File: src/rtl/acc_cpu_pkg.sv
`default_nettype none

package acc_cpu_pkg;

	// Instruction word layout: opcode in the upper bits, operand below
	localparam int OPC_W   = 4;
	localparam int OPND_W  = 7;
	localparam int INSTR_W = OPC_W + OPND_W;

	// Opcodes
	localparam logic [OPC_W-1:0] OP_LOAD   = 4'd1;
	localparam logic [OPC_W-1:0] OP_ADD    = 4'd2;
	localparam logic [OPC_W-1:0] OP_STORE  = 4'd3;
	localparam logic [OPC_W-1:0] OP_SUB    = 4'd4;
	localparam logic [OPC_W-1:0] OP_INPUT  = 4'd5;
	localparam logic [OPC_W-1:0] OP_OUTPUT = 4'd6;
	localparam logic [OPC_W-1:0] OP_HALT   = 4'd7;
	localparam logic [OPC_W-1:0] OP_JUMP   = 4'd8;
	localparam logic [OPC_W-1:0] OP_SKIPZ  = 4'd9;

	// Commands carried by an input word
	localparam logic CMD_LOAD = 1'b0;
	localparam logic CMD_EXEC = 1'b1;

	// Port widths of the external fields
	localparam int PC_PORT_W   = 7;
	localparam int DATA_PORT_W = 32;

	// Control of the shared arithmetic unit
	typedef struct packed {
		logic sub;   // a - b instead of a + b
		logic pass;  // drive b straight through
	} alu_ctl_t;

endpackage

`default_nettype wire

File: src/rtl/acc_cpu_ram.sv
`default_nettype none

module acc_cpu_ram #(
	parameter int W     = 32,
	parameter int DEPTH = 16
) (
	input  wire logic                       clk,
	input  wire logic                       arst_n,
	input  wire logic                       we,
	input  wire logic [$clog2(DEPTH)-1:0]   waddr,
	input  wire logic [W-1:0]               wdata,
	input  wire logic [$clog2(DEPTH)-1:0]   raddr,
	output logic      [W-1:0]               rdata
);

	logic [W-1:0]     mem [DEPTH];
	logic [W-1:0]     rd_q;
	logic [DEPTH-1:0] vld_q;
	logic             rd_vld_q;

	// Write and registered read of the storage array
	always_ff @(posedge clk) begin
		if (we) begin
			mem[waddr] <= wdata;
		end
		rd_q <= mem[raddr];
	end

	// Track written entries; an unwritten entry reads as zero
	always_ff @(posedge clk or negedge arst_n) begin
		if (!arst_n) begin
			vld_q    <= '0;
			rd_vld_q <= 1'b0;
		end else begin
			if (we) begin
				vld_q[waddr] <= 1'b1;
			end
			rd_vld_q <= vld_q[raddr];
		end
	end

	assign rdata = rd_vld_q ? rd_q : '0;

endmodule

`default_nettype wire

File: src/rtl/acc_cpu_alu.sv
`default_nettype none

module acc_cpu_alu #(
	parameter int W = 32
) (
	input  wire acc_cpu_pkg::alu_ctl_t ctl,
	input  wire logic [W-1:0]          a,
	input  wire logic [W-1:0]          b,
	output logic      [W-1:0]          y
);

	logic [W-1:0] b_op;

	// Add, subtract through inverted operand, or pass b
	always_comb begin
		b_op = ctl.sub ? ~b : b;
		if (ctl.pass) begin
			y = b;
		end else begin
			y = a + b_op + W'(ctl.sub);
		end
	end

endmodule

`default_nettype wire

File: src/rtl/accumulator_cpu_core_unit.sv
// Accumulator core: each input word passes from accept through states FETCH and
// EXEC to the result register (instruction RAM read at the accept edge, then data
// RAM read, then execute); no new word is accepted before the last is registered.
// Input stall stays high until then; a result held by output stall delays execute.
// Reset (arst_n, asynchronous) clears PC, accumulator, halt flag and both RAMs' valid
// bits, so both memories read as zero at once; no clearing pass is needed.
`default_nettype none

module accumulator_cpu_core_unit #(
	parameter int INSTR_DEPTH = 128,
	parameter int DATA_DEPTH  = 16,
	parameter int DATA_WIDTH  = 32
) (
	input  wire logic               clk,
	input  wire logic               arst_n,
	input  wire logic               in_valid,
	output logic                    in_stall,
	input  wire logic               cmd,
	input  wire logic [6:0]         load_index,
	input  wire logic [3:0]         load_opcode,
	input  wire logic [6:0]         load_operand,
	input  wire logic signed [31:0] input_value,
	output logic                    out_valid,
	input  wire logic               out_stall,
	output logic [6:0]              program_counter_now,
	output logic signed [31:0]      accumulator_now,
	output logic                    output_valid,
	output logic signed [31:0]      output_value,
	output logic                    is_halted,
	output logic [3:0]              opcode_executed
);

	localparam int IA_W = $clog2(INSTR_DEPTH);
	localparam int DA_W = $clog2(DATA_DEPTH);
	localparam int OPC_W  = acc_cpu_pkg::OPC_W;
	localparam int OPND_W = acc_cpu_pkg::OPND_W;

	localparam logic [1:0] ST_IDLE  = 2'd0;
	localparam logic [1:0] ST_FETCH = 2'd1;
	localparam logic [1:0] ST_EXEC  = 2'd2;

	logic [1:0] state_q;

	// Architectural state
	logic [IA_W-1:0]       pc_q;
	logic [DATA_WIDTH-1:0] acc_q;
	logic                  halted_q;

	// Captured input word
	logic                                cmd_q;
	logic [IA_W-1:0]                     lidx_q;
	logic [acc_cpu_pkg::INSTR_W-1:0]     lword_q;
	logic [DATA_WIDTH-1:0]               iv_q;

	// Fetched instruction
	logic [acc_cpu_pkg::INSTR_W-1:0]     ir_q;

	// Result register
	logic                  out_valid_q;
	logic [6:0]            pc_out_q;
	logic [31:0]           acc_out_q;
	logic                  ov_q;
	logic [31:0]           oval_q;
	logic                  halt_out_q;
	logic [OPC_W-1:0]      opc_out_q;

	logic                              accept;
	logic                              commit;
	logic                              exec_en;
	logic [OPC_W-1:0]                  op;
	logic [OPND_W-1:0]                 opnd;
	logic [OPND_W-1:0]                 fetch_opnd;
	logic [acc_cpu_pkg::INSTR_W-1:0]   imem_rd;
	logic [DATA_WIDTH-1:0]             dmem_rd;
	logic [DA_W-1:0]                   dmem_ra;
	logic [DA_W-1:0]                   dmem_wa;
	logic [8:0]                        fetch_da_full;
	logic [8:0]                        exec_da_full;
	logic [12:0]                       lidx_full;
	logic [12:0]                       jump_full;
	logic [12:0]                       pc_ext;
	logic [63:0]                       iv_ext;
	logic [63:0]                       acc_ext;
	logic [IA_W-1:0]                   pc_inc1;
	logic [IA_W-1:0]                   pc_exec;
	logic [IA_W-1:0]                   pc_new;
	logic [DATA_WIDTH-1:0]             acc_new;
	logic                              halted_new;
	logic [DATA_WIDTH-1:0]             alu_b;
	logic [DATA_WIDTH-1:0]             alu_y;
	acc_cpu_pkg::alu_ctl_t             alu_ctl;

	function automatic logic [IA_W-1:0] pc_inc(input logic [IA_W-1:0] p);
		logic [IA_W-1:0] last;
		last = IA_W'(INSTR_DEPTH - 1);
		return (p == last) ? '0 : p + 1'b1;
	endfunction

	// Handshake
	assign accept    = in_valid && !in_stall;
	assign in_stall  = (state_q != ST_IDLE);
	assign commit    = (state_q == ST_EXEC) && (!out_valid_q || !out_stall);
	assign exec_en   = (cmd_q == acc_cpu_pkg::CMD_EXEC) && !halted_q;
	assign op        = ir_q[acc_cpu_pkg::INSTR_W-1 -: OPC_W];
	assign opnd      = ir_q[OPND_W-1:0];
	assign fetch_opnd = imem_rd[OPND_W-1:0];

	// Index folding into the memory depths
	assign lidx_full     = 13'(load_index) % 13'(INSTR_DEPTH);
	assign jump_full     = 13'(opnd) % 13'(INSTR_DEPTH);
	assign fetch_da_full = 9'(fetch_opnd) % 9'(DATA_DEPTH);
	assign exec_da_full  = 9'(opnd) % 9'(DATA_DEPTH);
	assign dmem_wa       = DA_W'(exec_da_full);
	assign dmem_ra       = (state_q == ST_FETCH) ? DA_W'(fetch_da_full) : dmem_wa;
	assign iv_ext        = 64'(input_value);

	// Sequencer
	always_ff @(posedge clk or negedge arst_n) begin
		if (!arst_n) begin
			state_q <= ST_IDLE;
		end else begin
			unique case (state_q)
				ST_IDLE: begin
					if (accept) begin
						state_q <= ST_FETCH;
					end
				end
				ST_FETCH: begin
					state_q <= ST_EXEC;
				end
				ST_EXEC: begin
					if (commit) begin
						state_q <= ST_IDLE;
					end
				end
				default: begin
					state_q <= ST_IDLE;
				end
			endcase
		end
	end

	// Capture the input word and the fetched instruction
	always_ff @(posedge clk) begin
		if (accept) begin
			cmd_q   <= cmd;
			lidx_q  <= IA_W'(lidx_full);
			lword_q <= {load_opcode, load_operand};
			iv_q    <= iv_ext[DATA_WIDTH-1:0];
		end
		if (state_q == ST_FETCH) begin
			ir_q <= imem_rd;
		end
	end

	// Instruction RAM: load words write, fetch reads at the PC
	acc_cpu_ram #(
		.W     (acc_cpu_pkg::INSTR_W),
		.DEPTH (INSTR_DEPTH)
	) u_imem (
		.clk    (clk),
		.arst_n (arst_n),
		.we     (commit && (cmd_q == acc_cpu_pkg::CMD_LOAD)),
		.waddr  (lidx_q),
		.wdata  (lword_q),
		.raddr  (pc_q),
		.rdata  (imem_rd)
	);

	// Data RAM: read during fetch, written by store at execute
	acc_cpu_ram #(
		.W     (DATA_WIDTH),
		.DEPTH (DATA_DEPTH)
	) u_dmem (
		.clk    (clk),
		.arst_n (arst_n),
		.we     (commit && exec_en && (op == acc_cpu_pkg::OP_STORE)),
		.waddr  (dmem_wa),
		.wdata  (acc_q),
		.raddr  (dmem_ra),
		.rdata  (dmem_rd)
	);

	// Operand select and control of the shared adder
	always_comb begin
		alu_ctl.pass = (op == acc_cpu_pkg::OP_LOAD) || (op == acc_cpu_pkg::OP_INPUT);
		alu_ctl.sub  = (op == acc_cpu_pkg::OP_SUB);
		alu_b        = (op == acc_cpu_pkg::OP_INPUT) ? iv_q : dmem_rd;
	end

	acc_cpu_alu #(
		.W (DATA_WIDTH)
	) u_alu (
		.ctl (alu_ctl),
		.a   (acc_q),
		.b   (alu_b),
		.y   (alu_y)
	);

	// Next architectural state of an executed instruction
	always_comb begin
		pc_inc1    = pc_inc(pc_q);
		pc_exec    = pc_inc1;
		acc_new    = acc_q;
		halted_new = halted_q;
		case (op) inside
			acc_cpu_pkg::OP_LOAD, acc_cpu_pkg::OP_ADD,
			acc_cpu_pkg::OP_SUB, acc_cpu_pkg::OP_INPUT: begin
				acc_new = alu_y;
			end
			acc_cpu_pkg::OP_HALT: begin
				halted_new = 1'b1;
			end
			acc_cpu_pkg::OP_JUMP: begin
				pc_exec = IA_W'(jump_full);
			end
			acc_cpu_pkg::OP_SKIPZ: begin
				if (acc_q == '0) begin
					pc_exec = pc_inc(pc_inc1);
				end
			end
			default: begin
			end
		endcase
		if (!exec_en) begin
			pc_exec    = pc_q;
			acc_new    = acc_q;
			halted_new = halted_q;
		end
		pc_new  = pc_exec;
		pc_ext  = 13'(pc_new);
		acc_ext = 64'(acc_new);
	end

	// Commit architectural state
	always_ff @(posedge clk or negedge arst_n) begin
		if (!arst_n) begin
			pc_q     <= '0;
			acc_q    <= '0;
			halted_q <= 1'b0;
		end else if (commit) begin
			pc_q     <= pc_new;
			acc_q    <= acc_new;
			halted_q <= halted_new;
		end
	end

	// Result word valid: set on commit, drop when taken
	always_ff @(posedge clk or negedge arst_n) begin
		if (!arst_n) begin
			out_valid_q <= 1'b0;
		end else if (commit) begin
			out_valid_q <= 1'b1;
		end else if (!out_stall) begin
			out_valid_q <= 1'b0;
		end
	end

	// Result word payload
	always_ff @(posedge clk) begin
		if (commit) begin
			pc_out_q   <= pc_ext[6:0];
			acc_out_q  <= acc_ext[31:0];
			halt_out_q <= halted_new;
			ov_q       <= exec_en && (op == acc_cpu_pkg::OP_OUTPUT);
			oval_q     <= (exec_en && (op == acc_cpu_pkg::OP_OUTPUT)) ?
				acc_ext[31:0] : '0;
			opc_out_q  <= exec_en ? op : '0;
		end
	end

	assign out_valid           = out_valid_q;
	assign program_counter_now = pc_out_q;
	assign accumulator_now     = $signed(acc_out_q);
	assign output_valid        = ov_q;
	assign output_value        = $signed(oval_q);
	assign is_halted           = halt_out_q;
	assign opcode_executed     = opc_out_q;

endmodule

`default_nettype wire
File: config.mk
export PLATFORM = sky130hd
export DESIGN_NAME = accumulator_cpu_core_unit
export DESIGN_NICKNAME = d
export VERILOG_FILES = /design/src/rtl/acc_cpu_pkg.sv /design/src/rtl/acc_cpu_ram.sv /design/src/rtl/acc_cpu_alu.sv /design/src/rtl/accumulator_cpu_core_unit.sv
export SDC_FILE = /design/constraint.sdc
export NUM_CORES = 2
export LEC_CHECK = 0
export BUFFER_PORTS_ARGS = -buffer_cell sky130_fd_sc_hd__buf_2
export CAP_MARGIN = 20
export CORE_ASPECT_RATIO = 0.7
export CORE_MARGIN = 4
export CORE_UTILIZATION = 35
export DETAILED_ROUTE_END_ITERATION = 8
export PLACE_DENSITY_LB_ADDON = 0.05
export SKIP_LAST_GASP = 1
export SYNTH_ARGS = -nofsm -noshare
export SYNTH_HDL_FRONTEND = slang
export SYNTH_SLANG_ARGS = --single-unit
File: constraint.sdc
create_clock -name clk -period 5.6 [get_ports clk]
set_clock_uncertainty 0.15 [all_clocks]
set_input_delay 0.28 -clock clk [delete_from_list [all_inputs] [get_ports clk]]
set_output_delay 0.28 -clock clk [all_outputs]
set_load 0.05 [all_outputs]
# Word level (Yosys, flattened, before mapping)
# Memories as Yosys holds them, arrays and structs flattened. A register that Yosys moved wholly into a read port is not among the register bits.
# Index checks and enable logic that the tools add are counted.
# word_totals
ramBits	1920
in_bits	55
mem_count	2
regBits	328
wordCells	109
# memory_table
memory	depth	word_bits	rd	rd_clocked_by_memory_dff	write_ports	line_no	rtl
u_imem.mem	128	11	1	1	1	acc_cpu_ram.sv:16	logic [W-1:0] mem [DEPTH];
u_dmem.mem	16	32	1	1	1	acc_cpu_ram.sv:16	
# op_classes
mux	36
magnitude_cmp	6
reduce_logical	20
eq_ne	16
n_addsub	4
n_bitwise	4
# op_table
cell	n
32-bit 2-to-1 mux	6
128-bit bitwise OR	1
7-bit 2-to-1 mux	8
32-bit by 1-bit adder with 32-bit output	1
32-bit adder	1
32-bit zero test	1
32-bit NOT	1
4-bit by 3-bit == test with 1-bit output (second input constant)	4
7-bit by 8-bit < comparator with 1-bit output (second input constant)	2
16-bit bitwise OR	1
7-bit by 1-bit adder with 7-bit output (second input constant)	2
7-bit == test (second input constant)	2
1-bit 2-to-1 mux	13
4-bit by 5-bit < comparator with 1-bit output (second input constant)	2
1-bit logical AND	9
4-bit by 2-bit == test with 1-bit output (second input constant)	2
4-bit == test (second input constant)	2
4-bit 2-to-1 mux	2
1-bit binary-select mux with 7-bit select	1
1-bit demux with 7-bit select	1
7-bit by 1-bit greater-or-equal comparator with 1-bit output (second input constant)	1
2-bit one-hot mux with 3 select lines	1
1-bit binary-select mux with 4-bit select	1
1-bit demux with 4-bit select	1
other kinds (14)	20

# Depth between registers and ports, before layout
# logic_depth
word_depth	10
ltp_mapped	20
ltp_nobuf	17

# Modules after synthesis
# From an unflattened synthesis, not the netlist that was laid out.
# unflattened
cells_unflattened	4346
area_unflattened_um2	90157.7
# modules_own_cells
mod	cells_per_inst	area_per_inst_um2	instances	seq_area_each_um2
acc_cpu_ram at u_imem	2521	59509.6	1	45728.9
acc_cpu_ram at u_dmem	915	20734.9	1	16440.8
accumulator_cpu_core_unit	556	7543.5	1	5250.0
acc_cpu_alu	354	2369.8	1	0.0

# Worst setup path before layout
# OpenSTA, ideal clock, no wires.
# synth_timing
path_kind	register -> register
start	register ir_q[8] in the netlist's numbering
end	register acc_q[30]
arrival_ns	4.137
synth_period_minus_slack_ns	4.356
slack_ns	1.244
n_path_buf	4
path_stages_with_launch	19
setup_ns	0.069
cell_sequence	edfxtp_1 -> and4bb_1 -> buf_4 -> clkbuf_1 -> buf_1 -> a21oi_1 -> xnor2_1 -> ha_1 -> clkbuf_1 -> a21oi_1 -> o21ai_0 -> nor2b_1 -> a211oi_1 -> nand2_1 -> a221o_1 -> o41ai_1 -> o21ai_1 -> or3_1 -> nand3_1
# synth_between
elab_chain_len	9
word_cells_on_any_way	14
cone_classes	add/sub: 2; eq/ne: 4; mux: 5; bitwise: 1; reduce/logical: 2
# synth_lines
element	line_no	rtl
start: declaration	accumulator_cpu_core_unit.sv:56	logic [acc_cpu_pkg::INSTR_W-1:0] ir_q;
start signal: assignment	accumulator_cpu_core_unit.sv:152	ir_q <= imem_rd;
4-bit by 3-bit == test with 1-bit output	accumulator_cpu_core_unit.sv:186, accumulator_cpu_core_unit.sv:188	
32-bit 2-to-1 mux	accumulator_cpu_core_unit.sv:188	alu_b = (op == acc_cpu_pkg::OP_INPUT) ? iv_q : dmem_rd;
32-bit NOT	acc_cpu_alu.sv:16	b_op = ctl.sub ? ~b : b;
32-bit 2-to-1 mux	acc_cpu_alu.sv:16	
32-bit adder	acc_cpu_alu.sv:20	y = a + b_op + W'(ctl.sub);
32-bit by 1-bit adder with 32-bit output	acc_cpu_alu.sv:20	
32-bit 2-to-1 mux	acc_cpu_alu.sv:17	if (ctl.pass) begin
32-bit 2-to-1 mux *	accumulator_cpu_core_unit.sv:206	case (op) inside
32-bit 2-to-1 mux *	accumulator_cpu_core_unit.sv:225	if (!exec_en) begin
end signal: assignment	accumulator_cpu_core_unit.sv:243	acc_q <= acc_new;
end: declaration	accumulator_cpu_core_unit.sv:46	logic [DATA_WIDTH-1:0] acc_q;
# Mark *: on every way between the ends. The rest lies on a longest branch, timed or not.
# A chain may end at the register's enable or synchronous reset.

# Final worst setup path
# layout_timing
start	register ir_q[7] in the netlist's numbering
end	register acc_q[30]
# Same word-level chain as after synthesis.

==> metrics.yaml <==
routing:
  wl_um: 275600
  dr.first_iter.drc_count: 5566
  wl_per_cell_um: 30.41
  route.detailed.drc: 0
  dr.pass1.iters: 5
  drt.antenna.violating_nets: 0
  num_vias: 48290
  viasPerCell: 5.329
global_routing:
  gr-usage-met3: 0.05022
  grt_remaining_overflow: 0
  grtUsageTotal: 0.2028
  gr-usage-met1: 0.3387
  grt_pass1_wl_um: 383900
  top_usage_layer: "met1"
  grt_max_degree: 129
  antenna_found_initial: 38
  use_met2: 0.2599
  grt_pass1_vias: 47310
synth:
  ys_seq_elements: 2291
  synth_edf_count: 2059
  synthArstFlopShare: 0.08250
  ys_warn_count: 0
  ys_types: 80
  ys_seq_area_frac: 0.7436
  avgSynthCellArea_um2: 18.32
  synth-main-ff-cell: "edfxtp_1"
  syn_inst: 4950
  synth_nets: 5040
  netlist_area_um2: 90670
worst_setup_path:
  setup.worst_path.start_class: "flip-flop"
  crit_type: "flip-flop to flip-flop"
  timing.critical_path.from: "ir_q[7]$_SDFFCE_PN0N_"
  slowest_delay_ns: 0.60
  endpoint: "acc_q[30]$_DFFE_PN0P_"
  cp_slowest_cell: "edfxtp_1"
  cp_top_family: "compound AO/OA/AOI/OAI gates"
  crit_chain: "nor2b_1 > buf_4 > nand2_1 > buf_4 > and3_1 > a21oi_1 > xnor2_1 > ha_1 > nand2b_1 > a21oi_1 > o311ai_1 > a21o_1 > nand2_1 > a221o_1 > o41ai_1 > o21ai_1 > or3_1 > nand3_1"
  critPathBufInv: 2
  ff2ff_setup_slack_ns: 0.55
  r2r_start: "ir_q[7]$_SDFFCE_PN0N_"
  r2r-end: "acc_q[30]$_DFFE_PN0P_"
  reg2regPathDepth: 18
  worstSetupPathDepth: 18
  cp.arrival_ns: 5.73
  worst_setup_path_end_kind: "flip-flop"
  crit_required_ns: 6.27
  cp_max_fo: 28
cells_and_area:
  n_fill_cell: 23170
  final_util: 0.4084
  fin_nets: 5482
  regArea_um2: 67440
  multi_input_area_um2: 22270
  drive_gt1_frac: 0.2535
  syn_to_final_growth_pct: 16.23
sta:
  maxSlewViolCount: 0
  hold_viol_final: 0
  worst_slew_pin_slew_ns: 1.229
  fin_setup_tns_ns: 0
  post-route-period-util: 0.9021
  fmax_ghz: 0.1979
  setup_viol: 0
  rsz0062_at_grt: "no"
  relSlewSlack: 0.1779
  min_period_ns: 5.052
power_and_ir_drop:
  p_int_mw: 33.61
  combPwrFrac: 0.282
  power.switching_mw: 16.44
  power.share.switching: 0.3285
  clock_power_share: 0.296
  p_seq_frac: 0.422
  max-vdd-ir-drop_uv: 326.2
  p_per_area_nw_per_um2: 475.0
  leakagePower_nw: 34.92
clock_network:
  clockBufferDepth: 4
  clk_latency_ns: 0.90
  clock_sinks: 2291
  cts_tree: "built"
  cts-buffers-inserted: 234
  cts_max_level: 4
  clk_pin_slew_worst_paths_ns: 0.06
  cts-root-buf: "clkbuf_16"
floorplan:
  start_util: 0.3514
  row_count: 156
  die_h_um: 433.8
  die_area_um2: 267400
  ios: 134
  design.core.area_um2: 258000
  die_x_um: 616.3
place:
  place_hpwl_um: 167900
  port-buffer-count: 133
  routabilityCongestion: 0.8531
outcome:
  status: "complete, no violations"
worst_hold_path:
  hp-class: "input port to flip-flop"
run:
  maxCapViolCount: 0
## cell families (layout without fill, tap and decap cells)
group | after synthesis | in the layout | synth area share
DFF | 2291 | 2291 | 0.7436
and+or+nand+nor | 1092 | 1092 | 0.05819
AOI/OAI and AO/OA | 624 | 624 | 0.04582
muxes | 527 | 527 | 0.1280
buffers and inverters | 319 | 948 | 0.01343
xor gates and xnor gates | 62 | 62 | 0.006072
adders and majority gates | 35 | 35 | 0.004913
other | 0 | 7 | 0
## metrics by stage
stage	instance area [um2]	hold slack, ns	total power [mW]	setup slack (ns)	instances
5_1_grt	105400	0.1512	52.27	0.2069	9056
4_1_cts	105400	0.08508	50.60	0.3883	9054
2_1_floorplan	90670	-0.1656	29.47	1.244	4950
3_5_place_dp	97220	0.2131	35.58	0.4711	8524
6_report	105400	0.1919	50.06	0.5481	9062
3_3_place_gp	97210	0.2092	35.61	0.4955	8523
## synthesized netlist by cell type, types with 40 or more instances
library cell / count / area [um2]
edfxtp_1: 2059 / 61830
buf_1: 63 / 236.5
a211oi_1: 172 / 1291
dfxtp_1: 43 / 860.8
nand2_1: 394 / 1479
clkbuf_1: 224 / 840.8
mux4_2: 504 / 11350
or2_2: 145 / 907.1
nor2_1: 236 / 885.9
and2_1: 164 / 1026
o21ai_0: 79 / 395.4
a311oi_1: 68 / 595.6
dfrtp_1: 189 / 4730
a21oi_1: 160 / 800.8
a31oi_1: 77 / 481.7
and3_1: 40 / 250.2
xnor2_1: 46 / 402.9
## cell type report
class / count / area share
Antenna cell: 7 / 0.0001662
Clock buffer: 337 / 0.06098
Clock inverter: 86 / 0.005854
Inverter: 25 / 0.0009142
Multi-Input combinational cell: 2340 / 0.2113
Sequential cell: 2291 / 0.6399
Tap cell: 3476 / 0.04127
Timing Repair Buffer: 500 / 0.03957
## power groups by stage
stage	Clock, mW	Sequential, mW	Combinational (mW)
finish	14.8	21.1	14.1
global route	16.0	21.2	15.1
CTS	15.3	21.1	14.2
detailed placement	0	21.4	14.1
global placement	0	21.5	14.2
floorplan	0	21.4	8.06
## worst min path at each step
stage	to	start	cells after the start	slack, ns
4_1_cts	state_q[0]$_DFFE_PN0P_	in_valid	4	0.09
3_5_place_dp	u_imem.vld_q[114]$_DFFE_PN0P_	arst_n	1	0.21
5_1_grt	state_q[0]$_DFFE_PN0P_	in_valid	4	0.15
2_1_floorplan	acc_q[0]$_DFFE_PN0P_	arst_n	0	-0.17
3_3_place_gp	u_imem.vld_q[114]$_DFFE_PN0P_	arst_n	1	0.21
6_report	state_q[0]$_DFFE_PN0P_	in_valid	4	0.19
## what timing repair did
| item | in CTS | in global routing |
|---|---|---|
| hold buffers | 107 | 0 |
| gates resized for setup | 0 | 1 |
| endpoints found under the setup margin | 0 | 2 |
| buffers inserted | 0 | 0 |
| endpoints found under the hold margin | 171 | 0 |
## flip-flops by register name, summed over array words and instances, names as in the netlist, 2 cells and up
name / count
u_imem.mem: 1408
u_dmem.mem: 512
u_imem.vld_q: 128
acc_q: 32
accumulator_now: 32
iv_q: 32
output_value: 32
u_dmem.rd_q: 32
u_dmem.vld_q: 16
ir_q: 11
lword_q: 11
u_imem.rd_q: 11
lidx_q: 7
pc_q: 7
program_counter_now: 7
opcode_executed: 4
state_q: 2
## placed cells by master (no fill, tap or decap), drive strengths merged, types with 6 or more instances in the layout
master | synthesis | final
nor2 | 236 | 236
buf | 70 | 394
nand2 | 394 | 394
mux4 | 504 | 504
a21oi | 160 | 160
nor4 | 13 | 13
nand4 | 7 | 7
dfxtp | 43 | 43
or2 | 145 | 145
mux2 | 15 | 15
xor2 | 16 | 16
a311oi | 68 | 68
clkinv | 1 | 74
nand3 | 24 | 24
ha | 34 | 34
dlygate4sd3 | 0 | 106
a21o | 12 | 12
clkbuf | 224 | 337
nor4b | 6 | 6
o21a | 6 | 6
bufinv | 0 | 7
inv | 24 | 29
dfrtp | 189 | 189
and2 | 166 | 166
nor3 | 16 | 16
and3 | 40 | 40
edfxtp | 2059 | 2059
diode | 0 | 7
nand2b | 17 | 17
xnor2 | 46 | 46
o21ai | 84 | 84
a31oi | 77 | 77
mux2i | 8 | 8
nor2b | 9 | 9
a211oi | 173 | 173
## tightest hold or removal path, stage by stage
cell	delay (ns)
dlygate4sd3_1	0.55
buf_2	0.15
inv_1	0.11
nor2_1	0.06
## routing by layer
layer / share of wire / wire length (um)
met4: 0.019 / 5338
met5: 0.00015 / 40
met2: 0.39 / 107300
met3: 0.078 / 21370
met1: 0.51 / 141500
Note: power is estimated with default switching activity, not from simulation.
